**src/hdl/hlcv_pkg.sv**
```systemverilog
// hlcv_pkg: shared constants, codes and types for the lane colour vote block.
// No dependencies; every other file in hdl/ imports this package.
package hlcv_pkg;

    localparam int PIX_BITS   = 8;
    localparam int COUNT_BITS = 20;   // tally width, 8..32
    localparam int OUT_BITS   = 20;   // reported vote width
    localparam int WIDE_BITS  = 33;   // holds any tally or report for compares

    // shared divider: 17-bit numerator, 9-bit divisor, 8-bit quotient
    localparam int NUM_BITS  = 17;
    localparam int DEN_BITS  = 9;
    localparam int QUO_BITS  = 8;
    localparam int DIV_STEPS = QUO_BITS;
    localparam int STEP_BITS = $clog2(DIV_STEPS);
    localparam int DSH_BITS  = DEN_BITS + QUO_BITS - 1;

    // colour codes
    localparam logic [1:0] COL_WHITE  = 2'd0;
    localparam logic [1:0] COL_RED    = 2'd1;
    localparam logic [1:0] COL_YELLOW = 2'd2;

    // hue numerator arithmetic
    localparam int HUE_BITS = 19;
    localparam logic signed [HUE_BITS-1:0] HUE_SCALE  = 19'sd60;
    localparam logic signed [HUE_BITS-1:0] HUE_BASE_G = 19'sd120;
    localparam logic signed [HUE_BITS-1:0] HUE_BASE_B = 19'sd240;
    localparam logic signed [HUE_BITS-1:0] HUE_WRAP   = 19'sd360;

    // day boxes
    localparam logic [7:0] DW_S_MAX = 8'd60;
    localparam logic [7:0] DW_V_MIN = 8'd180;
    localparam logic [7:0] DR_H_MIN = 8'd120;
    localparam logic [7:0] DR_H_MAX = 8'd165;
    localparam logic [7:0] DR_S_MIN = 8'd43;
    localparam logic [7:0] DR_V_MIN = 8'd46;
    localparam logic [7:0] DY_H_MIN = 8'd90;
    localparam logic [7:0] DY_H_MAX = 8'd180;
    localparam logic [7:0] DY_S_MIN = 8'd60;
    localparam logic [7:0] DY_S_MAX = 8'd245;
    localparam logic [7:0] DY_V_MIN = 8'd160;

    // night boxes
    localparam logic [7:0] NW_H_MAX = 8'd170;
    localparam logic [7:0] NW_S_MAX = 8'd40;
    localparam logic [7:0] NW_V_MIN = 8'd60;
    localparam logic [7:0] NY_H_MIN = 8'd77;
    localparam logic [7:0] NY_H_MAX = 8'd117;
    localparam logic [7:0] NY_S_MIN = 8'd16;
    localparam logic [7:0] NY_S_MAX = 8'd116;
    localparam logic [7:0] NY_V_MIN = 8'd105;
    localparam logic [7:0] NY_V_MAX = 8'd252;

    typedef struct packed {
        logic                start;
        logic [NUM_BITS-1:0] num;
        logic [DEN_BITS-1:0] den;
    } div_req_t;

    typedef struct packed {
        logic                done;
        logic [QUO_BITS-1:0] quot;
    } div_rsp_t;

endpackage

```
**src/hdl/hlcv_pix_if.sv**
```systemverilog
// hlcv_pix_if: valid/ready channel carrying one RGB pixel item.
// Depends on hlcv_pkg.
interface hlcv_pix_if import hlcv_pkg::*; ();
    logic                valid;
    logic                ready;
    logic [PIX_BITS-1:0] red;
    logic [PIX_BITS-1:0] green;
    logic [PIX_BITS-1:0] blue;
    logic                last;

    modport source (output valid, red, green, blue, last, input ready);
    modport sink   (input valid, red, green, blue, last, output ready);
endinterface

```
**src/hdl/hlcv_vote_if.sv**
```systemverilog
// hlcv_vote_if: valid/ready channel carrying one colour vote result item.
// Depends on hlcv_pkg.
interface hlcv_vote_if import hlcv_pkg::*; ();
    logic                valid;
    logic                ready;
    logic [1:0]          colour;
    logic [OUT_BITS-1:0] white_votes;
    logic [OUT_BITS-1:0] red_votes;
    logic [OUT_BITS-1:0] yellow_votes;

    modport source (output valid, colour, white_votes, red_votes, yellow_votes, input ready);
    modport sink   (input valid, colour, white_votes, red_votes, yellow_votes, output ready);
endinterface

```
**src/hdl/hlcv_div.sv**
```systemverilog
// hlcv_div: restoring divider, one quotient bit per cycle, 8-bit quotient.
// Depends on hlcv_pkg (div_req_t, div_rsp_t, widths).
module hlcv_div import hlcv_pkg::*;
(
    input  logic     clk,
    input  logic     rst_n,
    input  div_req_t req,
    output div_rsp_t rsp
);

    logic                 run_reg;
    logic                 done_reg;
    logic [STEP_BITS-1:0] cnt_reg;
    logic [NUM_BITS-1:0]  rem_reg;
    logic [DSH_BITS-1:0]  dsh_reg;
    logic [QUO_BITS-1:0]  quot_reg;

    logic                ge;
    logic [NUM_BITS-1:0] rem_next;

    // caller guarantees quotient < 2^QUO_BITS
    assign ge       = rem_reg >= NUM_BITS'(dsh_reg);
    assign rem_next = ge ? (rem_reg - NUM_BITS'(dsh_reg)) : rem_reg;

    always_ff @(posedge clk or negedge rst_n)
    begin
        if (!rst_n)
        begin
            run_reg  <= 1'b0;
            done_reg <= 1'b0;
            cnt_reg  <= '0;
        end
        else
        begin
            done_reg <= 1'b0;
            if (req.start)
            begin
                run_reg <= 1'b1;
                cnt_reg <= STEP_BITS'(DIV_STEPS - 1);
            end
            else if (run_reg)
            begin
                cnt_reg <= cnt_reg - 1'b1;
                if (cnt_reg == '0)
                begin
                    run_reg  <= 1'b0;
                    done_reg <= 1'b1;
                end
            end
        end
    end

    always_ff @(posedge clk)
    begin
        if (req.start)
        begin
            rem_reg  <= req.num;
            dsh_reg  <= {req.den, (QUO_BITS-1)'(0)};
            quot_reg <= '0;
        end
        else if (run_reg)
        begin
            rem_reg  <= rem_next;
            dsh_reg  <= dsh_reg >> 1;
            quot_reg <= {quot_reg[QUO_BITS-2:0], ge};
        end
    end

    assign rsp.done = done_reg;
    assign rsp.quot = quot_reg;

endmodule

```
**src/hdl/hsv_lane_colour_vote.sv**
```systemverilog
// hsv_lane_colour_vote: colour vote over the masked RGB pixels of one object.
// Depends on hlcv_pkg, hlcv_pix_if, hlcv_vote_if and hlcv_div.
//
//   port      dir   handshake        item
//   pix       in    valid/ready      red, green, blue (8b each), last
//   vote      out   valid/ready      colour (2b), white/red/yellow_votes (20b)
//   cfg_we    in    write enable     cfg_wdata -> night_mode (1b)
//
// Path: a pixel with red == 0 goes from accept straight to vote, a grey pixel
// passes prepare first, and a colored pixel adds two 8-step divisions (saturation,
// then hue) run back to back on the one shared divider between prepare and vote.
// One pixel is in flight at a time; pix.ready is high only when idle.
// Reset clears the tallies, night_mode and the output valid.
// A result waiting on vote.ready does not block new pixels; only a second
// last pixel waits in the vote cycle until the output register is free.
module hsv_lane_colour_vote import hlcv_pkg::*;
(
    input  logic         clk,
    input  logic         rst_n,
    hlcv_pix_if.sink     pix,
    hlcv_vote_if.source  vote,
    input  logic         cfg_we,
    input  logic         cfg_wdata
);

    localparam logic [2:0] ST_IDLE  = 3'd0;
    localparam logic [2:0] ST_PREP  = 3'd1;
    localparam logic [2:0] ST_DIV_S = 3'd2;
    localparam logic [2:0] ST_DIV_H = 3'd3;
    localparam logic [2:0] ST_VOTE  = 3'd4;

    localparam logic [COUNT_BITS-1:0] TALLY_MAX = '1;
    localparam logic [OUT_BITS-1:0]   OUT_MAX   = '1;

    function automatic logic [OUT_BITS-1:0] report(input logic [COUNT_BITS-1:0] t);
        logic [WIDE_BITS-1:0] ext;
        ext = WIDE_BITS'(t);
        return (ext > WIDE_BITS'(OUT_MAX)) ? OUT_MAX : ext[OUT_BITS-1:0];
    endfunction

    logic [2:0]  state_reg, state_next;
    logic        night_reg;

    // pixel and derived values
    logic [PIX_BITS-1:0] r_reg, g_reg, b_reg;
    logic                last_reg;
    logic                en_reg;          // pixel takes part in the vote
    logic [PIX_BITS-1:0] v_reg, d_reg;
    logic [NUM_BITS-1:0] h6_reg;
    logic [QUO_BITS-1:0] s_reg, h_reg;

    logic [COUNT_BITS-1:0] w_tally_reg, r_tally_reg, y_tally_reg;
    logic [COUNT_BITS-1:0] w_tally_next, r_tally_next, y_tally_next;

    logic                vote_valid_reg;
    logic [1:0]          colour_reg;
    logic [OUT_BITS-1:0] w_out_reg, r_out_reg, y_out_reg;

    div_req_t div_req;
    div_rsp_t div_rsp;

    hlcv_div u_div
    (
        .clk   (clk),
        .rst_n (rst_n),
        .req   (div_req),
        .rsp   (div_rsp)
    );

    // ---- prepare: max/min, delta and the hue numerator --------------------
    logic [PIX_BITS-1:0]        mx, mn, dlt;
    logic signed [HUE_BITS-1:0] xs, ys, dls, base, h6_raw, h6_wrap;

    always_comb
    begin
        mx = r_reg;
        if (g_reg > mx) mx = g_reg;
        if (b_reg > mx) mx = b_reg;
        mn = r_reg;
        if (g_reg < mn) mn = g_reg;
        if (b_reg < mn) mn = b_reg;
        dlt = mx - mn;
        dls = signed'(HUE_BITS'(dlt));
        if (mx == r_reg)
        begin
            xs   = signed'(HUE_BITS'(g_reg));
            ys   = signed'(HUE_BITS'(b_reg));
            base = '0;
        end
        else if (mx == g_reg)
        begin
            xs   = signed'(HUE_BITS'(b_reg));
            ys   = signed'(HUE_BITS'(r_reg));
            base = HUE_BASE_G;
        end
        else
        begin
            xs   = signed'(HUE_BITS'(r_reg));
            ys   = signed'(HUE_BITS'(g_reg));
            base = HUE_BASE_B;
        end
        h6_raw  = (xs - ys) * HUE_SCALE + base * dls;
        h6_wrap = (h6_raw < 0) ? (h6_raw + HUE_WRAP * dls) : h6_raw;
    end

    // ---- divider requests --------------------------------------------------
    always_comb
    begin
        div_req = '0;
        if (state_reg == ST_PREP && dlt != '0)
        begin
            div_req.start = 1'b1;
            // 255 * d
            div_req.num   = NUM_BITS'({dlt, 8'd0}) - NUM_BITS'(dlt);
            div_req.den   = DEN_BITS'(mx);
        end
        else if (state_reg == ST_DIV_S && div_rsp.done)
        begin
            div_req.start = 1'b1;
            div_req.num   = h6_reg;
            div_req.den   = {d_reg, 1'b0};
        end
    end

    // ---- threshold boxes and tally update ---------------------------------
    logic hit_w, hit_r, hit_y;
    logic out_busy, out_load;

    always_comb
    begin
        if (!night_reg)
        begin
            hit_w = (s_reg <= DW_S_MAX) && (v_reg >= DW_V_MIN);
            hit_r = (h_reg >= DR_H_MIN) && (h_reg <= DR_H_MAX) &&
                    (s_reg >= DR_S_MIN) && (v_reg >= DR_V_MIN);
            hit_y = (h_reg >= DY_H_MIN) && (h_reg <= DY_H_MAX) &&
                    (s_reg >= DY_S_MIN) && (s_reg <= DY_S_MAX) && (v_reg >= DY_V_MIN);
        end
        else
        begin
            hit_w = (h_reg <= NW_H_MAX) && (s_reg <= NW_S_MAX) && (v_reg >= NW_V_MIN);
            hit_r = 1'b0;
            hit_y = (h_reg >= NY_H_MIN) && (h_reg <= NY_H_MAX) &&
                    (s_reg >= NY_S_MIN) && (s_reg <= NY_S_MAX) &&
                    (v_reg >= NY_V_MIN) && (v_reg <= NY_V_MAX);
        end
        hit_w = hit_w && en_reg;
        hit_r = hit_r && en_reg;
        hit_y = hit_y && en_reg;

        // saturating bumps
        w_tally_next = (hit_w && w_tally_reg != TALLY_MAX) ? w_tally_reg + 1'b1 : w_tally_reg;
        r_tally_next = (hit_r && r_tally_reg != TALLY_MAX) ? r_tally_reg + 1'b1 : r_tally_reg;
        y_tally_next = (hit_y && y_tally_reg != TALLY_MAX) ? y_tally_reg + 1'b1 : y_tally_reg;
    end

    assign out_busy = vote_valid_reg && !vote.ready;
    assign out_load = (state_reg == ST_VOTE) && last_reg && !out_busy;

    // ---- sequencer ---------------------------------------------------------
    always_comb
    begin
        state_next = state_reg;
        unique case (state_reg)
            ST_IDLE:
            begin
                if (pix.valid)
                    state_next = (pix.red != '0) ? ST_PREP : ST_VOTE;
            end
            ST_PREP:
            begin
                state_next = (dlt != '0) ? ST_DIV_S : ST_VOTE;
            end
            ST_DIV_S:
            begin
                if (div_rsp.done)
                    state_next = ST_DIV_H;
            end
            ST_DIV_H:
            begin
                if (div_rsp.done)
                    state_next = ST_VOTE;
            end
            ST_VOTE:
            begin
                if (!(last_reg && out_busy))
                    state_next = ST_IDLE;
            end
            default:
            begin
                state_next = ST_IDLE;
            end
        endcase
    end

    assign pix.ready = (state_reg == ST_IDLE);

    always_ff @(posedge clk or negedge rst_n)
    begin
        if (!rst_n)
        begin
            state_reg      <= ST_IDLE;
            night_reg      <= 1'b0;
            vote_valid_reg <= 1'b0;
            w_tally_reg    <= '0;
            r_tally_reg    <= '0;
            y_tally_reg    <= '0;
        end
        else
        begin
            state_reg <= state_next;
            if (cfg_we)
                night_reg <= cfg_wdata;

            if (out_load)
                vote_valid_reg <= 1'b1;
            else if (vote.ready)
                vote_valid_reg <= 1'b0;

            if (state_reg == ST_VOTE && !(last_reg && out_busy))
            begin
                // a closed object starts over from zero
                w_tally_reg <= last_reg ? '0 : w_tally_next;
                r_tally_reg <= last_reg ? '0 : r_tally_next;
                y_tally_reg <= last_reg ? '0 : y_tally_next;
            end
        end
    end

    // payload registers
    always_ff @(posedge clk)
    begin
        if (state_reg == ST_IDLE && pix.valid)
        begin
            r_reg    <= pix.red;
            g_reg    <= pix.green;
            b_reg    <= pix.blue;
            last_reg <= pix.last;
            en_reg   <= (pix.red != '0);
        end
        if (state_reg == ST_PREP)
        begin
            v_reg  <= mx;
            d_reg  <= dlt;
            h6_reg <= NUM_BITS'(h6_wrap);
            // grey pixel: hue and saturation are zero
            s_reg  <= '0;
            h_reg  <= '0;
        end
        if (state_reg == ST_DIV_S && div_rsp.done)
            s_reg <= div_rsp.quot;
        if (state_reg == ST_DIV_H && div_rsp.done)
            h_reg <= div_rsp.quot;

        if (out_load)
        begin
            // ties go to white, then red
            if (w_tally_next >= r_tally_next && w_tally_next >= y_tally_next)
                colour_reg <= COL_WHITE;
            else if (r_tally_next >= y_tally_next)
                colour_reg <= COL_RED;
            else
                colour_reg <= COL_YELLOW;
            w_out_reg <= report(w_tally_next);
            r_out_reg <= report(r_tally_next);
            y_out_reg <= report(y_tally_next);
        end
    end

    assign vote.valid        = vote_valid_reg;
    assign vote.colour       = colour_reg;
    assign vote.white_votes  = w_out_reg;
    assign vote.red_votes    = r_out_reg;
    assign vote.yellow_votes = y_out_reg;

endmodule

```
**src/flat_wrapper.sv**
```systemverilog
// flat-port wrapper written by rule: the top's interface ports become plain ports
module hsv_lane_colour_vote_flat import hlcv_pkg::*;
  (clk, rst_n, cfg_we, cfg_wdata, pix_valid, pix_red, pix_green, pix_blue, pix_last, pix_ready, vote_valid, vote_colour, vote_white_votes, vote_red_votes, vote_yellow_votes, vote_ready);
  hlcv_pix_if pix_i ();
  hlcv_vote_if vote_i ();
  input  logic clk;
  input  logic rst_n;
  input  logic cfg_we;
  input  logic cfg_wdata;
  input wire logic [$bits(pix_i.valid)-1:0] pix_valid;
  input wire logic [$bits(pix_i.red)-1:0] pix_red;
  input wire logic [$bits(pix_i.green)-1:0] pix_green;
  input wire logic [$bits(pix_i.blue)-1:0] pix_blue;
  input wire logic [$bits(pix_i.last)-1:0] pix_last;
  output wire logic [$bits(pix_i.ready)-1:0] pix_ready;
  output wire logic [$bits(vote_i.valid)-1:0] vote_valid;
  output wire logic [$bits(vote_i.colour)-1:0] vote_colour;
  output wire logic [$bits(vote_i.white_votes)-1:0] vote_white_votes;
  output wire logic [$bits(vote_i.red_votes)-1:0] vote_red_votes;
  output wire logic [$bits(vote_i.yellow_votes)-1:0] vote_yellow_votes;
  input wire logic [$bits(vote_i.ready)-1:0] vote_ready;
  assign pix_i.valid = pix_valid;
  assign pix_i.red = pix_red;
  assign pix_i.green = pix_green;
  assign pix_i.blue = pix_blue;
  assign pix_i.last = pix_last;
  assign pix_ready = pix_i.ready;
  assign vote_valid = vote_i.valid;
  assign vote_colour = vote_i.colour;
  assign vote_white_votes = vote_i.white_votes;
  assign vote_red_votes = vote_i.red_votes;
  assign vote_yellow_votes = vote_i.yellow_votes;
  assign vote_i.ready = vote_ready;
  hsv_lane_colour_vote u_core (.clk(clk), .rst_n(rst_n), .pix(pix_i), .vote(vote_i), .cfg_we(cfg_we), .cfg_wdata(cfg_wdata));
endmodule
```
**config.mk**
```make
export PLATFORM = sky130hd
export DESIGN_NAME = hsv_lane_colour_vote_flat
export DESIGN_NICKNAME = d
export VERILOG_FILES = /design/src/hdl/hlcv_pkg.sv /design/src/hdl/hlcv_pix_if.sv /design/src/hdl/hlcv_vote_if.sv /design/src/hdl/hlcv_div.sv /design/src/hdl/hsv_lane_colour_vote.sv /design/src/flat_wrapper.sv
export SDC_FILE = /design/constraint.sdc
export NUM_CORES = 1
export LEC_CHECK = 0
export BUFFER_PORTS_ARGS = -buffer_cell sky130_fd_sc_hd__clkbuf_2
export CORE_MARGIN = 2
export CORE_UTILIZATION = 55
export DETAILED_ROUTE_END_ITERATION = 10
export PLACE_DENSITY = 0.73
export SYNTH_ARGS = -nofsm -noshare
export SYNTH_HDL_FRONTEND = slang
export SYNTH_SLANG_ARGS = --single-unit
```
**constraint.sdc**
```tcl
create_clock -name clk -period 13.5 [get_ports clk]
set_input_delay 4.05 -clock clk [delete_from_list [all_inputs] [get_ports clk]]
set_output_delay 4.05 -clock clk [all_outputs]
set_load 0.005 [all_outputs]
```
==> reports/qor.yml <==
cts_tree: "done"
setup_ws_ns: 0.872
nets: 2507
dpl.hpwl_um: 37100
cts_root_buf: "clkbuf_16"
layout-drive-gt1-share: 0.110
ctsHtreeMaxLevel: 1
worstSetupPathType: "register to register"
rsz0062_at_grt: "false"
wl_met2_um: 23400
slowest_stage: "or4_1"
place_congestion: 0.889
syn-mean-instance-area_um2: 9.70
syn-num-nets: 2408
yosysWarningCount: 0
antenna_found_initial: 0
critPathLaunchType: "register"
synthTopCellsByCount: "237 x inv_1, 236 x ha_1, 161 x edfxtp_1, 136 x nand2_1, 136 x o21ai_0"
drc: 0
first_global_vias: 15600
arrival_ns: 12.94
report.final.slew_viol_count: 0
avgViaCountPerCell: 5.83
period_share: 0.935
cp.required_ns: 13.81
end_kind: "register"
wl_um: 48400
drv_cap: 0
wl_met1_um: 20800
dieWidth_um: 195
slew_headroom: 0.375
slowest_delay_ns: 0.64
hp-class: "register to register"
async_reset_ff_frac: 0.285
clk_path_buf_depth: 3
wl_per_cell_um: 18.1
tightest_slew_ns: 0.937
highest_layer: "met4"
io_pins: 95
timing.critical_path.mode_cell: "ha_1"
die_h_um: 195
initial_utilization: 0.554
grt_pass1_wl_um: 79700
met3WireLength_um: 2170
ant_nets: 0
synthCells: 2077
drt-pass1-iter-count: 5
cts_sinks: 246
vias: 15600
yosysTopAreaCellShare: 0.240
core-area_mm2: 0.0363
synth.distinct_cells: 91
ys_top_cells_by_area: "edfxtp_1 24%, ha_1 15%, dfrtp_1 8.7%"
synth_flop_cell: "edfxtp_1"
fin_skew_ns: 0.0185
yosysTopAreaCell: "edfxtp_1"
status: "complete, no violations"
numCtsBuffers: 30
pre_cts_ws_ns: 0.641
ys_ff_latch: 246
syn2layout_area_growth_pct: 10.8
syn-cell-area_mm2: 0.0201
dieArea_mm2: 0.0382
final.setup.tns_ns: 0
finalHoldViolCount: 0
min_period_ns: 12.63
diodes: 0
setup_viol: 0
synth.most_common_cell: "inv_1"
grt_use_total: 0.258
path_max_fanout: 14
cts_hold_buf: 0
clock_latency_ns: 0.57
grt_max_degree: 71
drt-initial-drc-count: 1132
synth_edf_count: 161
num_rows: 70
fmax_ghz: 0.0792
clk_pin_slew_ns: 0.06
overflow: 0
portBuffers: 94
yosysSeqAreaShare: 0.342
final timing paths:
| path | startpoint | end | slack [ns] | cells after the start |
|---|---|---|---|---|
| min in group asynchronous | rst_n | u_core.y_tally_reg[7]$_DFFE_PN0P_ | 3.70 | 2 |
| hold reg to reg | u_core.w_tally_reg[17]$_DFFE_PN0P_ | u_core.w_tally_reg[17]$_DFFE_PN0P_ | 0.49 | 1 |
| setup / recovery | u_core.g_reg[5]$_DFFE_PP_ | u_core.h6_reg[3]$_DFFE_PP_ | 0.87 | 43 |
| hold / removal | u_core.w_tally_reg[17]$_DFFE_PN0P_ | u_core.w_tally_reg[17]$_DFFE_PN0P_ | 0.49 | 1 |
| max in group asynchronous | rst_n | u_core.night_reg$_DFFE_PN0P_ | 9.17 | 2 |
| setup reg to reg | u_core.g_reg[5]$_DFFE_PP_ | u_core.h6_reg[3]$_DFFE_PP_ | 0.87 | 43 |
area by class of cell:
class / instances / area (µm²)
Tap cell: 468 / 586
Sequential cell: 246 / 6890
Clock inverter: 16 / 267
Inverter: 241 / 905
Timing Repair Buffer: 125 / 703
Multi-Input combinational cell: 1532 / 12100
Fill cell: 3022 / 14000
Clock buffer: 40 / 841
what timing repair did:
action	4_1_cts	5_1_grt
setup buffers	0	4
setup endpoints to repair	0	14
gates resized for setup	0	5
cells in the final DEF (no fill, tap or decap), drive strengths merged, types with 6 or more instances in the layout:
| cell type | n |
|---|---|
| a211oi | 20 |
| a21o | 60 |
| a21oi | 112 |
| a31oi | 15 |
| and2 | 31 |
| and3 | 27 |
| and4 | 6 |
| buf | 32 |
| bufinv | 7 |
| clkbuf | 133 |
| clkinv | 8 |
| dfrtp | 70 |
| dfxtp | 15 |
| edfxtp | 161 |
| fa | 64 |
| ha | 236 |
| inv | 241 |
| mux2 | 23 |
| mux2i | 38 |
| nand2 | 136 |
| nand2b | 19 |
| nand3 | 48 |
| nand4 | 19 |
| nor2 | 141 |
| nor2b | 21 |
| nor3 | 44 |
| nor4 | 12 |
| o211ai | 11 |
| o21a | 16 |
| o21ai | 143 |
| o21bai | 12 |
| o31a | 6 |
| o31ai | 32 |
| xnor2 | 97 |
| xor2 | 62 |
per-stage QoR:
stage / std cells / instance area (µm²) / hold slack, ns / util
after floorplan: 2077 / 20100 / 0.450 / -
after global placement: 2608 / 21200 / 0.473 / 0.582
after detailed placement: 2608 / 21200 / 0.485 / 0.582
after CTS: 2664 / 22300 / 0.497 / 0.613
after global routing: 2668 / 22300 / 0.528 / 0.614
final: 2668 / 22300 / 0.493 / 0.614
critical path, delay by kind of cell (launching register included):
family | cells | cell delay, ns
buf+inv | 5 | 0.60
fa+ha+maj | 10 | 3.87
mux | 3 | 1.00
compound gates | 13 | 3.43
simple gates | 9 | 2.03
flops | 1 | 0.51
xor+xnor | 3 | 0.94
cells by family after synthesis:
group	count (synthesis)	share of synthesized area
AND/OR/NAND/NOR	533	0.133
AO/OA/AOI/OAI	479	0.153
adder cells (fa/ha/maj)	300	0.210
buffers and inverters	299	0.0582
flip-flops	246	0.342
XOR/XNOR	159	0.0712
multiplexers	61	0.0327
routing by layer:
metal / vias up / GRT usage
met2: 427 / 0.442
li1: 7547 / -
met5: - / 0
met3: 112 / 0.0299
met1: 7471 / 0.333
met4: 0 / 0.109
Power is not shown: default switching activity piles up to over one toggle a cycle in this logic, so the estimate is an artifact.
